[src/hw/rtl/rplb_pkg.sv]
// shared types, constants and helpers for the random probe load balancer
package rplb_pkg;

  localparam int NUM_BINS_DEF = 8;
  localparam int LOAD_W = 32;
  localparam int EPS_W = 16;
  localparam int BIN_W = 3;
  localparam int ACT_W = 2;
  localparam logic [EPS_W-1:0] EPS_RESET = 16'd1507;

  typedef logic [LOAD_W-1:0] load_t;

  // action codes reported with each result
  typedef enum logic [ACT_W-1:0] {
    ACT_NONE   = 2'd0,
    ACT_DIVIDE = 2'd1,
    ACT_MERGE  = 2'd2,
    ACT_SAME   = 2'd3
  } action_t;

  // sequencer states
  typedef enum logic [2:0] {
    S_IDLE,
    S_INC,
    S_MUL_B,
    S_MUL_A,
    S_DECIDE,
    S_SW_RD,
    S_SW_WR,
    S_DONE
  } state_t;

  // what one slot of the rebuilt row takes
  typedef enum logic [1:0] {
    K_OLD,
    K_HI,
    K_LO,
    K_NB
  } slot_kind_t;

  // unsigned add that sticks at the top of the load range
  function automatic load_t sat_add(load_t a, load_t b);
    logic [LOAD_W:0] s;
    s = {1'b0, a} + {1'b0, b};
    return s[LOAD_W] ? '1 : s[LOAD_W-1:0];
  endfunction

endpackage

[src/hw/rtl/rplb_if.sv]
// handshake channels: input items, results and the eps configuration write
interface rplb_item_if;
  logic                       valid;
  logic                       ready;
  logic [rplb_pkg::BIN_W-1:0] target_bin;
  logic [rplb_pkg::BIN_W-1:0] probe_bin;
  modport source (output valid, target_bin, probe_bin, input ready);
  modport sink (input valid, target_bin, probe_bin, output ready);
endinterface

interface rplb_result_if;
  logic                        valid;
  logic                        ready;
  logic [rplb_pkg::LOAD_W-1:0] step_moves;
  logic [rplb_pkg::LOAD_W-1:0] step_cost;
  logic [rplb_pkg::ACT_W-1:0]  action;
  modport source (output valid, step_moves, step_cost, action, input ready);
  modport sink (input valid, step_moves, step_cost, action, output ready);
endinterface

interface rplb_cfg_if;
  logic                       valid;
  logic                       ready;
  logic [rplb_pkg::EPS_W-1:0] eps_q16;
  modport source (output valid, eps_q16, input ready);
  modport sink (input valid, eps_q16, output ready);
endinterface

[src/hw/rtl/rplb_ram.sv]
// generic single write port RAM with registered read
module rplb_ram #(
  parameter int WIDTH = 32,
  parameter int DEPTH = 16
) (
  input  logic                     clk,
  input  logic                     we,
  input  logic [$clog2(DEPTH)-1:0] waddr,
  input  logic [WIDTH-1:0]         wdata,
  input  logic [$clog2(DEPTH)-1:0] raddr,
  output logic [WIDTH-1:0]         rdata
);

  logic [WIDTH-1:0] mem [DEPTH];

  // write port
  always_ff @(posedge clk) begin
    if (we) begin
      mem[waddr] <= wdata;
    end
  end

  // registered read port
  always_ff @(posedge clk) begin
    rdata <= mem[raddr];
  end

endmodule

[src/hw/rtl/random_probe_load_balancer_top.sv]
// random probe load balancer: bin loads in a two-bank RAM, shared multiplier, copy sweep
// Order of states: S_INC then S_DONE when probe equals target; S_INC, S_MUL_B, S_MUL_A,
// S_DECIDE, S_DONE when the pair is balanced; a rebuild adds S_SW_RD, S_SW_WR per bin.
// One item at a time: the imbalance test runs two passes through one 16x32
// multiplier, and a rebuild copies each bin through the RAM read port to the other bank.
// Reset (synchronous): per-bin valid flags make every load read as zero, eps_q16
// returns to 1507, no clearing pass is needed.
module random_probe_load_balancer_top #(
  parameter int NUM_BINS = rplb_pkg::NUM_BINS_DEF
) (
  input  logic           clk,
  input  logic           rst,
  rplb_cfg_if.sink       cfg,
  rplb_item_if.sink      items,
  rplb_result_if.source  results
);

  localparam int IDX_W = $clog2(NUM_BINS);
  localparam int ADDR_W = IDX_W + 1;
  localparam int RAM_DEPTH = 2 * (2 ** IDX_W);
  localparam int LW = rplb_pkg::LOAD_W;
  localparam int EW = rplb_pkg::EPS_W;
  localparam int BW = rplb_pkg::BIN_W;
  localparam logic [IDX_W-1:0] LAST_IDX = IDX_W'(NUM_BINS - 1);
  localparam logic [IDX_W-1:0] LAST_POS = IDX_W'(NUM_BINS - 2);

  typedef logic [IDX_W-1:0] idx_t;

  rplb_pkg::state_t     state, state_next;
  rplb_pkg::slot_kind_t kind, kind_next;
  rplb_pkg::action_t    act;
  rplb_pkg::action_t    out_action;

  logic                  cur;
  logic [1:0][NUM_BINS-1:0] vld;
  idx_t                  t_idx, p_idx, nb_idx, w, slot, rm_lo, rm_hi, src_next;
  logic [EW-1:0]         eps;
  rplb_pkg::load_t       la, lb, ln, hi, lo, moves, nbnew;
  logic [LW+EW-1:0]      prod;
  logic                  unbal_a, div_mode, rd_ok;
  logic                  out_valid;
  rplb_pkg::load_t       out_moves, out_cost;

  logic                  ram_we;
  logic [ADDR_W-1:0]     ram_waddr, ram_raddr;
  rplb_pkg::load_t       ram_wdata, ram_rdata, rd_load, la_inc, sweep_data, mul_b;
  logic [BW-1:0]         t_red, p_red;

  // decide-step values
  logic                  unbal, div_next;
  logic [LW:0]           sum_ab, la_p1;
  logic [LW+1:0]         sum_p1;
  rplb_pkg::load_t       diff_ab, lo_m;
  idx_t                  pos_div, ti_merge;

  // sweep source mapping
  logic [IDX_W:0]        r_ext, s1, s2;

  rplb_ram #(
    .WIDTH (LW),
    .DEPTH (RAM_DEPTH)
  ) u_ram (
    .clk   (clk),
    .we    (ram_we),
    .waddr (ram_waddr),
    .wdata (ram_wdata),
    .raddr (ram_raddr),
    .rdata (ram_rdata)
  );

  // reduce incoming bin numbers modulo NUM_BINS
  always_comb begin
    t_red = items.target_bin;
    p_red = items.probe_bin;
    for (int i = 0; i < 2; i++) begin
      if (int'(t_red) >= NUM_BINS) begin
        t_red = t_red - BW'(NUM_BINS);
      end
      if (int'(p_red) >= NUM_BINS) begin
        p_red = p_red - BW'(NUM_BINS);
      end
    end
  end

  // unwritten entries read as zero
  assign rd_load = rd_ok ? ram_rdata : '0;
  assign la_inc = rplb_pkg::sat_add(rd_load, rplb_pkg::load_t'(1));
  assign nb_idx = (p_idx == LAST_IDX) ? '0 : p_idx + idx_t'(1);
  assign mul_b = (state == rplb_pkg::S_MUL_B) ? rd_load : la;

  // imbalance test and rebalance arithmetic
  always_comb begin
    unbal = unbal_a || ({lb, {EW{1'b0}}} <= prod);
    div_next = (ln > la) || (({1'b0, p_idx} + (IDX_W+1)'(1)) == {1'b0, t_idx});
    sum_ab = {1'b0, la} + {1'b0, lb};
    sum_p1 = {1'b0, sum_ab} + (LW+2)'(1);
    la_p1 = {1'b0, la} + (LW+1)'(1);
    diff_ab = (la > lb) ? la - lb : lb - la;
    lo_m = {1'b0, la[LW-1:1]};
    pos_div = (t_idx > LAST_POS) ? LAST_POS : t_idx;
    ti_merge = (p_idx < t_idx) ? t_idx - idx_t'(1) : t_idx;
  end

  // source slot of the rebuilt row for sweep position w
  always_comb begin
    r_ext = {1'b0, w};
    kind_next = rplb_pkg::K_OLD;
    if (w < slot) begin
      r_ext = {1'b0, w};
    end else if (w == slot) begin
      kind_next = rplb_pkg::K_HI;
    end else if ({1'b0, w} == ({1'b0, slot} + (IDX_W+1)'(1))) begin
      kind_next = rplb_pkg::K_LO;
    end else begin
      r_ext = {1'b0, w} - (div_mode ? (IDX_W+1)'(2) : (IDX_W+1)'(1));
    end
    s1 = r_ext + (IDX_W+1)'(r_ext >= {1'b0, rm_lo});
    s2 = s1 + (IDX_W+1)'(div_mode && (s1 >= {1'b0, rm_hi}));
    src_next = s2[IDX_W-1:0];
    if (kind_next == rplb_pkg::K_OLD && !div_mode && src_next == nb_idx) begin
      kind_next = rplb_pkg::K_NB;
    end
  end

  // rebuilt slot value
  always_comb begin
    unique case (kind)
      rplb_pkg::K_HI:  sweep_data = hi;
      rplb_pkg::K_LO:  sweep_data = lo;
      rplb_pkg::K_NB:  sweep_data = nbnew;
      rplb_pkg::K_OLD: sweep_data = rd_load;
      default:         sweep_data = rd_load;
    endcase
  end

  // next state
  always_comb begin
    state_next = state;
    unique case (state)
      rplb_pkg::S_IDLE: begin
        if (items.valid) state_next = rplb_pkg::S_INC;
      end
      rplb_pkg::S_INC: begin
        state_next = (p_idx == t_idx) ? rplb_pkg::S_DONE : rplb_pkg::S_MUL_B;
      end
      rplb_pkg::S_MUL_B:  state_next = rplb_pkg::S_MUL_A;
      rplb_pkg::S_MUL_A:  state_next = rplb_pkg::S_DECIDE;
      rplb_pkg::S_DECIDE: state_next = unbal ? rplb_pkg::S_SW_RD : rplb_pkg::S_DONE;
      rplb_pkg::S_SW_RD:  state_next = rplb_pkg::S_SW_WR;
      rplb_pkg::S_SW_WR: begin
        state_next = (w == LAST_IDX) ? rplb_pkg::S_DONE : rplb_pkg::S_SW_RD;
      end
      rplb_pkg::S_DONE: begin
        if (!out_valid || results.ready) state_next = rplb_pkg::S_IDLE;
      end
      default: state_next = rplb_pkg::S_IDLE;
    endcase
  end

  // RAM ports and handshake outputs
  always_comb begin
    items.ready = 1'b0;
    ram_we = 1'b0;
    ram_waddr = {cur, t_idx};
    ram_wdata = la_inc;
    ram_raddr = {cur, t_idx};
    unique case (state)
      rplb_pkg::S_IDLE: begin
        items.ready = 1'b1;
        ram_raddr = {cur, IDX_W'(t_red)};
      end
      rplb_pkg::S_INC: begin
        ram_we = 1'b1;
        ram_raddr = {cur, p_idx};
      end
      rplb_pkg::S_MUL_B: ram_raddr = {cur, nb_idx};
      rplb_pkg::S_SW_RD: ram_raddr = {cur, src_next};
      rplb_pkg::S_SW_WR: begin
        ram_we = 1'b1;
        ram_waddr = {~cur, w};
        ram_wdata = sweep_data;
      end
      default: ;
    endcase
  end

  // control registers
  always_ff @(posedge clk) begin
    if (rst) begin
      state <= rplb_pkg::S_IDLE;
      cur <= 1'b0;
      vld <= '0;
      eps <= rplb_pkg::EPS_RESET;
      out_valid <= 1'b0;
    end else begin
      state <= state_next;
      if (cfg.valid) begin
        eps <= cfg.eps_q16;
      end
      if (state == rplb_pkg::S_INC) begin
        vld[cur][t_idx] <= 1'b1;
      end
      if (state == rplb_pkg::S_SW_WR) begin
        vld[~cur][w] <= 1'b1;
        if (w == LAST_IDX) cur <= ~cur;
      end
      if (state == rplb_pkg::S_DONE && (!out_valid || results.ready)) begin
        out_valid <= 1'b1;
      end else if (results.ready) begin
        out_valid <= 1'b0;
      end
    end
  end

  // datapath registers
  always_ff @(posedge clk) begin
    rd_ok <= vld[ram_raddr[IDX_W]][ram_raddr[IDX_W-1:0]];
    prod <= {{LW{1'b0}}, eps} * {{EW{1'b0}}, mul_b};
    unique case (state)
      rplb_pkg::S_IDLE: begin
        t_idx <= IDX_W'(t_red);
        p_idx <= IDX_W'(p_red);
      end
      rplb_pkg::S_INC: begin
        la <= la_inc;
        moves <= '0;
        act <= (p_idx == t_idx) ? rplb_pkg::ACT_SAME : rplb_pkg::ACT_NONE;
      end
      rplb_pkg::S_MUL_B: lb <= rd_load;
      rplb_pkg::S_MUL_A: begin
        ln <= rd_load;
        unbal_a <= ({la, {EW{1'b0}}} <= prod);
      end
      rplb_pkg::S_DECIDE: begin
        w <= '0;
        div_mode <= div_next;
        nbnew <= rplb_pkg::sat_add(ln, lb);
        if (unbal) begin
          if (div_next) begin
            act <= rplb_pkg::ACT_DIVIDE;
            hi <= sum_p1[LW:1];
            lo <= sum_ab[LW:1];
            moves <= {1'b0, diff_ab[LW-1:1]};
            slot <= pos_div;
            rm_lo <= (t_idx < p_idx) ? t_idx : p_idx;
            rm_hi <= (t_idx < p_idx) ? p_idx : t_idx;
          end else begin
            act <= rplb_pkg::ACT_MERGE;
            hi <= la_p1[LW:1];
            lo <= lo_m;
            moves <= rplb_pkg::sat_add(lb, lo_m);
            slot <= ti_merge;
            rm_lo <= p_idx;
            rm_hi <= p_idx;
          end
        end
      end
      rplb_pkg::S_SW_RD: kind <= kind_next;
      rplb_pkg::S_SW_WR: w <= w + idx_t'(1);
      rplb_pkg::S_DONE: begin
        if (!out_valid || results.ready) begin
          out_moves <= moves;
          out_cost <= rplb_pkg::sat_add(moves, rplb_pkg::load_t'(1));
          out_action <= act;
        end
      end
      default: ;
    endcase
  end

  assign cfg.ready = 1'b1;
  assign results.valid = out_valid;
  assign results.step_moves = out_moves;
  assign results.step_cost = out_cost;
  assign results.action = out_action;

  // checks
  a_same_cost: assert property (@(posedge clk) disable iff (rst)
    results.valid && results.action == rplb_pkg::ACT_SAME
      |-> results.step_moves == '0 && results.step_cost == 32'd1)
    else $error("probe-equals-target result carries moves");

  a_cost: assert property (@(posedge clk) disable iff (rst)
    results.valid |-> (results.step_cost == results.step_moves + 32'd1) ||
      (results.step_moves == '1 && results.step_cost == '1))
    else $error("step cost does not follow step moves");

  a_sweep_bank: assert property (@(posedge clk) disable iff (rst)
    ram_we && state == rplb_pkg::S_SW_WR |-> ram_waddr[IDX_W] != cur)
    else $error("rebuild writes into the live bank");

  a_bank_flip: assert property (@(posedge clk) disable iff (rst)
    state == rplb_pkg::S_SW_WR && w == LAST_IDX |=> cur != $past(cur))
    else $error("bank did not swap after rebuild");

endmodule
[src/flat_wrapper.sv]
// flat-port wrapper written by rule: the top's interface ports become plain ports
module random_probe_load_balancer_top_flat 
#(
  parameter int NUM_BINS = rplb_pkg::NUM_BINS_DEF
)
  (clk, rst, cfg_valid, cfg_eps_q16, cfg_ready, items_valid, items_target_bin, items_probe_bin, items_ready, results_valid, results_step_moves, results_step_cost, results_action, results_ready);
  rplb_cfg_if cfg_i ();
  rplb_item_if items_i ();
  rplb_result_if results_i ();
  input  logic clk;
  input  logic rst;
  input wire logic [$bits(cfg_i.valid)-1:0] cfg_valid;
  input wire logic [$bits(cfg_i.eps_q16)-1:0] cfg_eps_q16;
  output wire logic [$bits(cfg_i.ready)-1:0] cfg_ready;
  input wire logic [$bits(items_i.valid)-1:0] items_valid;
  input wire logic [$bits(items_i.target_bin)-1:0] items_target_bin;
  input wire logic [$bits(items_i.probe_bin)-1:0] items_probe_bin;
  output wire logic [$bits(items_i.ready)-1:0] items_ready;
  output wire logic [$bits(results_i.valid)-1:0] results_valid;
  output wire logic [$bits(results_i.step_moves)-1:0] results_step_moves;
  output wire logic [$bits(results_i.step_cost)-1:0] results_step_cost;
  output wire logic [$bits(results_i.action)-1:0] results_action;
  input wire logic [$bits(results_i.ready)-1:0] results_ready;
  assign cfg_i.valid = cfg_valid;
  assign cfg_i.eps_q16 = cfg_eps_q16;
  assign cfg_ready = cfg_i.ready;
  assign items_i.valid = items_valid;
  assign items_i.target_bin = items_target_bin;
  assign items_i.probe_bin = items_probe_bin;
  assign items_ready = items_i.ready;
  assign results_valid = results_i.valid;
  assign results_step_moves = results_i.step_moves;
  assign results_step_cost = results_i.step_cost;
  assign results_action = results_i.action;
  assign results_i.ready = results_ready;
  random_probe_load_balancer_top #(.NUM_BINS(NUM_BINS)) u_core (.clk(clk), .rst(rst), .cfg(cfg_i), .items(items_i), .results(results_i));
endmodule
[config.mk]
export PLATFORM = sky130hd
export DESIGN_NAME = random_probe_load_balancer_top_flat
export DESIGN_NICKNAME = d
export VERILOG_FILES = /design/src/hw/rtl/rplb_pkg.sv /design/src/hw/rtl/rplb_if.sv /design/src/hw/rtl/rplb_ram.sv /design/src/hw/rtl/random_probe_load_balancer_top.sv /design/src/flat_wrapper.sv
export SDC_FILE = /design/constraint.sdc
export NUM_CORES = 2
export LEC_CHECK = 0
export BUFFER_PORTS_ARGS = -buffer_cell sky130_fd_sc_hd__buf_2
export CAP_MARGIN = 20
export CELL_PAD_IN_SITES_DETAIL_PLACEMENT = 0
export CELL_PAD_IN_SITES_GLOBAL_PLACEMENT = 1
export CORE_ASPECT_RATIO = 0.6
export CORE_UTILIZATION = 56
export CTS_CLUSTER_DIAMETER = 60
export DETAILED_ROUTE_END_ITERATION = 10
export PLACE_DENSITY = 0.93
export SLEW_MARGIN = 10
export SYNTH_ARGS = -nofsm -noshare
export SYNTH_HDL_FRONTEND = slang
export SYNTH_SLANG_ARGS = --single-unit
export TNS_END_PERCENT = 30
[constraint.sdc]
create_clock -name clk -period 24.4 [get_ports clk]
set_input_delay 2.44 -clock clk [delete_from_list [all_inputs] [get_ports clk]]
set_output_delay 2.44 -clock clk [all_outputs]
set_load 0.05 [all_outputs]
* After elaboration in Yosys (flattened, before gate mapping) *
Memories as Yosys holds them, arrays and structs flattened. A register that Yosys moved wholly into a read port is not among the register bits.
Cells that the tools add are included.

storage, ports and cells
  register bits = 400
  memory bits (writable) = 512
  input port bits = 27
  output and inout bits = 69
  memories = 1

cells by class
  $add $sub $neg = 17
  multiply operators = 1
  order comparisons = 20
  eq/ne operators = 20
  multiplexer cells = 61
  bitwise operators = 3
  reductions and logical operators = 25

memory list
  name              depth  bits a word  rd ports  clocked after Yosys merged registers in  wr ports  RTL line        RTL
  u_core.u_ram.mem  16     32           1         1                                        1         rplb_ram.sv:14  logic [WIDTH-1:0] mem [DEPTH];

operators with widths
  kind                                                 count
  two-way mux 32 bit                                   9
  case mux 32 bit (4 select lines)                     1
  adder 32 x 1 -> 33 bit (second input constant)       3
  less-or-equal comparator 48 bit                      2
  adder 32 x 32 -> 33 bit                              2
  greater-than comparator 32 bit                       2
  case mux 32 bit (2 select lines)                     1
  subtractor 32 bit                                    2
  multiplier 16 x 32 -> 48 bit                         1
  two-way mux 16 bit                                   3
  adder 32 x 31 -> 33 bit                              1
  adder 33 x 1 -> 33 bit (second input constant)       1
  two-way mux 3 bit                                    11
  two-way mux 8 bit                                    4
  bitwise OR 16 bit                                    2
  two-way mux 31 bit                                   1
  case mux 3 bit (8 select lines)                      1
  == test 3 bit (second input constant)                6
  two-way mux 2 bit                                    9
  demux 8 bit (select 1 bit)                           2
  two-way mux 4 bit                                    4
  < comparator 3 x 4 -> 1 bit (second input constant)  3
  case mux 3 bit (4 select lines)                      1
  AND reduction 2 bit                                  5
  other kinds (34)                                     70

* Logic depth before layout (Yosys ltp) *
  depth after elaboration = 13
  mapped depth = 33

* Cells and area by module *
A second synthesis with hierarchy kept.

second synthesis, totals
  cells, all modules = 5579
  area, all modules = 63857.5 µm²

modules (own cells, without submodules)
  module                          times used  cells each  area each (µm²)  sequential area each (µm²)
  random_probe_load_balancer_top  1           4741        44022.2          11150.7
  rplb_ram                        1           838         19835.3          16015.4

* Worst setup path after synthesis *
No wires, ideal clock.

  kind = register to register
  start point = reg u_core.state[0]
  end point = reg u_core.prod[46]
  library setup time = 0.127 ns
  arrival = 8.370 ns
  data required time = 24.273 ns
  path slack = 15.903 ns
  cell stages (with the launch flop) = 29
  buffers on the path = 4
  clock period less this slack = 8.497 ns
  path through = dfxtp_1 -> clkbuf_1 -> or3_1 -> clkbuf_1 -> inv_1 -> clkbuf_1 -> o21ai_0 -> clkbuf_1 -> and2_1 -> fa_1 -> inv_1 -> fa_1 -> fa_1 -> fa_1 -> fa_1 -> fa_1 -> inv_1 -> ha_1 -> inv_1 -> o21bai_1 -> a21oi_1 -> o21ai_0 -> a221o_1 -> a2111oi_0 -> a21bo_2 -> a221oi_1 -> a211o_1 -> o21ai_0 -> xor2_1

between the ends
  word-level cells in the longest chain between the ends = 3

ends and longest elaborated chain
  element                       RTL line                               RTL
  start: declaration            random_probe_load_balancer_top.sv:29   rplb_pkg::state_t state, state_next;
  start signal: assignment      random_probe_load_balancer_top.sv:190  state <= rplb_pkg::S_IDLE;
  start signal: assignment      random_probe_load_balancer_top.sv:196  state <= state_next;
  == test 3 x 2 -> 1 bit        random_probe_load_balancer_top.sv:89   assign mul_b = (state == rplb_pkg::S_MUL_B) ? rd_load : la;
  two-way mux 32 bit            random_probe_load_balancer_top.sv:89
  multiplier 16 x 32 -> 48 bit  random_probe_load_balancer_top.sv:218  prod <= {{LW{1'b0}}, eps} * {{EW{1'b0}}, mul_b};
  end signal: assignment        random_probe_load_balancer_top.sv:218
  end: declaration              random_probe_load_balancer_top.sv:39   logic [LW+EW-1:0] prod;

No other way between the ends.
A chain may end at the register's enable or synchronous reset.

* Worst setup path after layout *
  start point = reg u_core.state[1]
  end point = reg u_core.prod[47]

Same word-level chain as after synthesis.

==> impl_metrics.toml <==
[outcome]
outcome = "complete, no violations"

[place]
post-dp-hpwl_mm = 137
place_congestion = 1.01
io_buffers = 94

[detailed_routing]
wirelength_met1_mm = 83.8
dr_wl_met2_mm = 74.9
wl_mm = 192
routed-via-count = 48263
wl_per_cell_um = 24.9
ant_nets = 0
wl_met3_mm = 29.5
drt_iter0_drc = 6095
top_layer = "met4"
firstDrtPassIters = 6
viasPerCell = 6.28
drc = 0

[worst_setup_path]
cp-end-kind = "flop"
critical_path.most_common_cell = "fa_1"
worstSetupStartpoint = "u_core.state[1]$_SDFFE_PP0P_"
reg2reg_depth = 30
critPathRequiredTime_ns = 24.99
worstPathArrival_ns = 9.84
critical-path-slowest-cell = "dfxtp_1"
max_stage_delay_ns = 0.62
cp-start-kind = "flop"
cp_max_fo = 43
r2r_start = "u_core.state[1]$_SDFFE_PP0P_"
critPathKind = "flop to flop"

[die]
start_util_pct = 56.7
ioPinCount = 96
fp.coreArea_um2 = 115000
num_rows = 96
die_width_um = 442
dieArea_um2 = 117000
die_h_um = 266

[synthesis]
synth_edf_count = 826
synth_warnings = 0
ys_seq_area_share_pct = 41.8
synth_compound_area_share_pct = 11.6
synth.area.mux_share_pct = 3.30
yosys.area_share.simple_pct = 14.0
synth_cell_type_count = 95
synthCells = 6097
synthArstFlopShare_pct = 0
synth_xor_area_share_pct = 3.04
synth_top_family_by_area = "adder cells"
postSynthAreaPerCell_um2 = 10.7
synth_nets = 6949
ys_ff_latch = 944
synth_adder_area_share_pct = 20.8
netlist_area_um2 = 64900
synthFlopType = "edfxtp_1"

[global_routing]
antenna_found_initial = 2
grt_pass1_vias = 46180
grt.total_usage_pct = 32.6
grt_overflow = 0
grt_max_degree = 228
grt_pass1_wl_mm = 288

[clocking]
cts_made_buffers = 89
post_cts_buffers = 0
numClockSinks = 944
clk_pin_slew_ns = 0.07
holdBufCountCts = 0
cts-root-buf = "clkbuf_16"
clockBufferDepth = 3
tritoncts = "built"
cts-resized-gates = 0
clk_latency_ns = 0.73
cts_htree_levels = 3

[sta]
fin_tns_setup_ns = 0
fmax_mhz = 108
max-slew-margin-rel_pct = 21.1
worst_pin_slew_ns = 1.18
period_needed_ns = 9.25
finalCritPeriodShare_pct = 37.9
finClkSkew_ns = 0.0504
final-hold-violation-count = 0
rsz0062_at_grt = "false"
slew_viol_final = 0
finalSetupViolCount = 0

[final_layout]
final_net_count = 6941
drive_gt1_share_pct = 8.29
area_delta_synth_final_pct = 8.24
final_cell_mix = "829 x nand2_1, 826 x edfxtp_1, 635 x inv_1"
fillers = 8931
final_common_cell = "nand2_1"

[worst_hold_path]
min_path_type = "flop to flop"
whs_path_depth = 0
hold_start = "u_core.act[1]$_DFFE_PP_"

[run]
cap_violations = 0
## layer usage
| metal | global-route usage, % | vias to the layer above |
|---|---|---|
| met1 | 50.8 | 23745 |
| met3 | 10.9 | 255 |
| li1 | - | 21210 |
| met2 | 43.7 | 3053 |
| met5 | 0 | - |
| met4 | 6.39 | 0 |
## cell usage after synthesis (all sizes together) (7+ instances only)
| cell | number | area, um^2 |
|---|---|---|
| o221ai | 7 | 61.3 |
| a211oi | 151 | 1130 |
| a31oi | 178 | 1110 |
| dfxtp | 118 | 2360 |
| o31a | 9 | 80.1 |
| a21boi | 13 | 97.6 |
| o21bai | 40 | 300 |
| o211ai | 14 | 105 |
| nor2 | 261 | 996 |
| clkbuf | 269 | 1010 |
| ha | 401 | 5020 |
| nor4 | 26 | 169 |
| o31ai | 16 | 120 |
| or2 | 12 | 75.1 |
| a2111oi | 8 | 70.1 |
| a311oi | 7 | 61.3 |
| a41oi | 8 | 70.1 |
| and3 | 40 | 250 |
| and4 | 7 | 61.3 |
| o21a | 21 | 158 |
| nand4 | 51 | 325 |
| nor2b | 67 | 419 |
| o21ai | 171 | 856 |
| xnor2 | 148 | 1300 |
| a21oi | 262 | 1310 |
| a221oi | 37 | 342 |
| a221o | 9 | 90.1 |
| nand2b | 50 | 313 |
| mux2 | 24 | 270 |
| buf | 29 | 120 |
| a21o | 118 | 886 |
| inv | 640 | 2400 |
| a211o | 14 | 123 |
| or3 | 21 | 131 |
| mux2i | 34 | 340 |
| fa | 424 | 8490 |
| edfxtp | 826 | 24800 |
| and2 | 359 | 2250 |
| nand2 | 831 | 3120 |
| nor3 | 70 | 350 |
| mux4 | 68 | 1530 |
| xor2 | 75 | 657 |
| o22ai | 8 | 50.1 |
| nor4b | 7 | 73.8 |
| nand3 | 69 | 350 |
## kinds of logic (layout without fill, tap and decap cells)
group                      after synthesis  count (layout)
and+or+nand+nor                       1896            1896
AOI/OAI and AO/OA                     1142            1142
DFF                                    944             944
buffers and inverters                  939            1005
adders and majority gates              825             825
xor gates and xnor gates               224             224
muxes                                  126             126
other                                    1               3
## cell type report
type	count	area [um^2]	share of cell area, %
multi-input cells	4214	34500	49.1
flip-flops and latches	944	27200	38.7
inverters	641	2410	3.42
clock buffers	109	2350	3.35
well taps	1519	1900	2.70
repair buffers	199	1270	1.81
clock inverters	56	662	0.942
diodes	2	5.00	0.00712
## sequential cells by signal, indices dropped and copies added (netlist names), 16 cells and up
signal / count
u_core.results.step_moves: 32
u_core.vld: 16
u_core.ln: 32
u_core.prod: 48
u_core.hi: 32
u_core.nbnew: 32
u_core.results.step_cost: 32
u_core.u_ram.rdata: 32
u_core.lo: 32
u_core.u_ram.mem: 512
u_core.moves: 32
u_core.eps: 16
u_core.la: 32
u_core.lb: 32
## path summary, 6_finish.rpt
check	to	slack [ns]
worst min-delay path	u_core.results.action[1]$_DFFE_PP_	0.42
worst min register to register	u_core.results.action[1]$_DFFE_PP_	0.42
worst max register to register	u_core.prod[47]$_DFF_P_	15.15
worst max-delay path	u_core.prod[47]$_DFF_P_	15.15
## worst max-delay path, delay by kind of cell, from the launching register on
family          cells  cell delay, ns
compound gates      9            1.84
xor+xnor            1            0.13
fa+ha+maj           7            3.40
buf+inv             8            1.59
flops               1            0.62
simple gates        5            1.45
## per-stage QoR
stage	hold slack [ns]	cells	area [um^2]	util (%)	setup slack (ns)
after floorplan	0.400	6097	64900	-	15.90
after global placement	0.406	7515	67200	58.7	15.41
after global routing	0.429	7682	70300	61.3	14.71
after CTS	0.421	7681	70300	61.3	15.24
final	0.419	7684	70300	61.3	15.15
after detailed placement	0.405	7516	67300	58.7	15.27
Power is not shown: default switching activity piles up to over one toggle a cycle in this logic, so the estimate is an artifact.
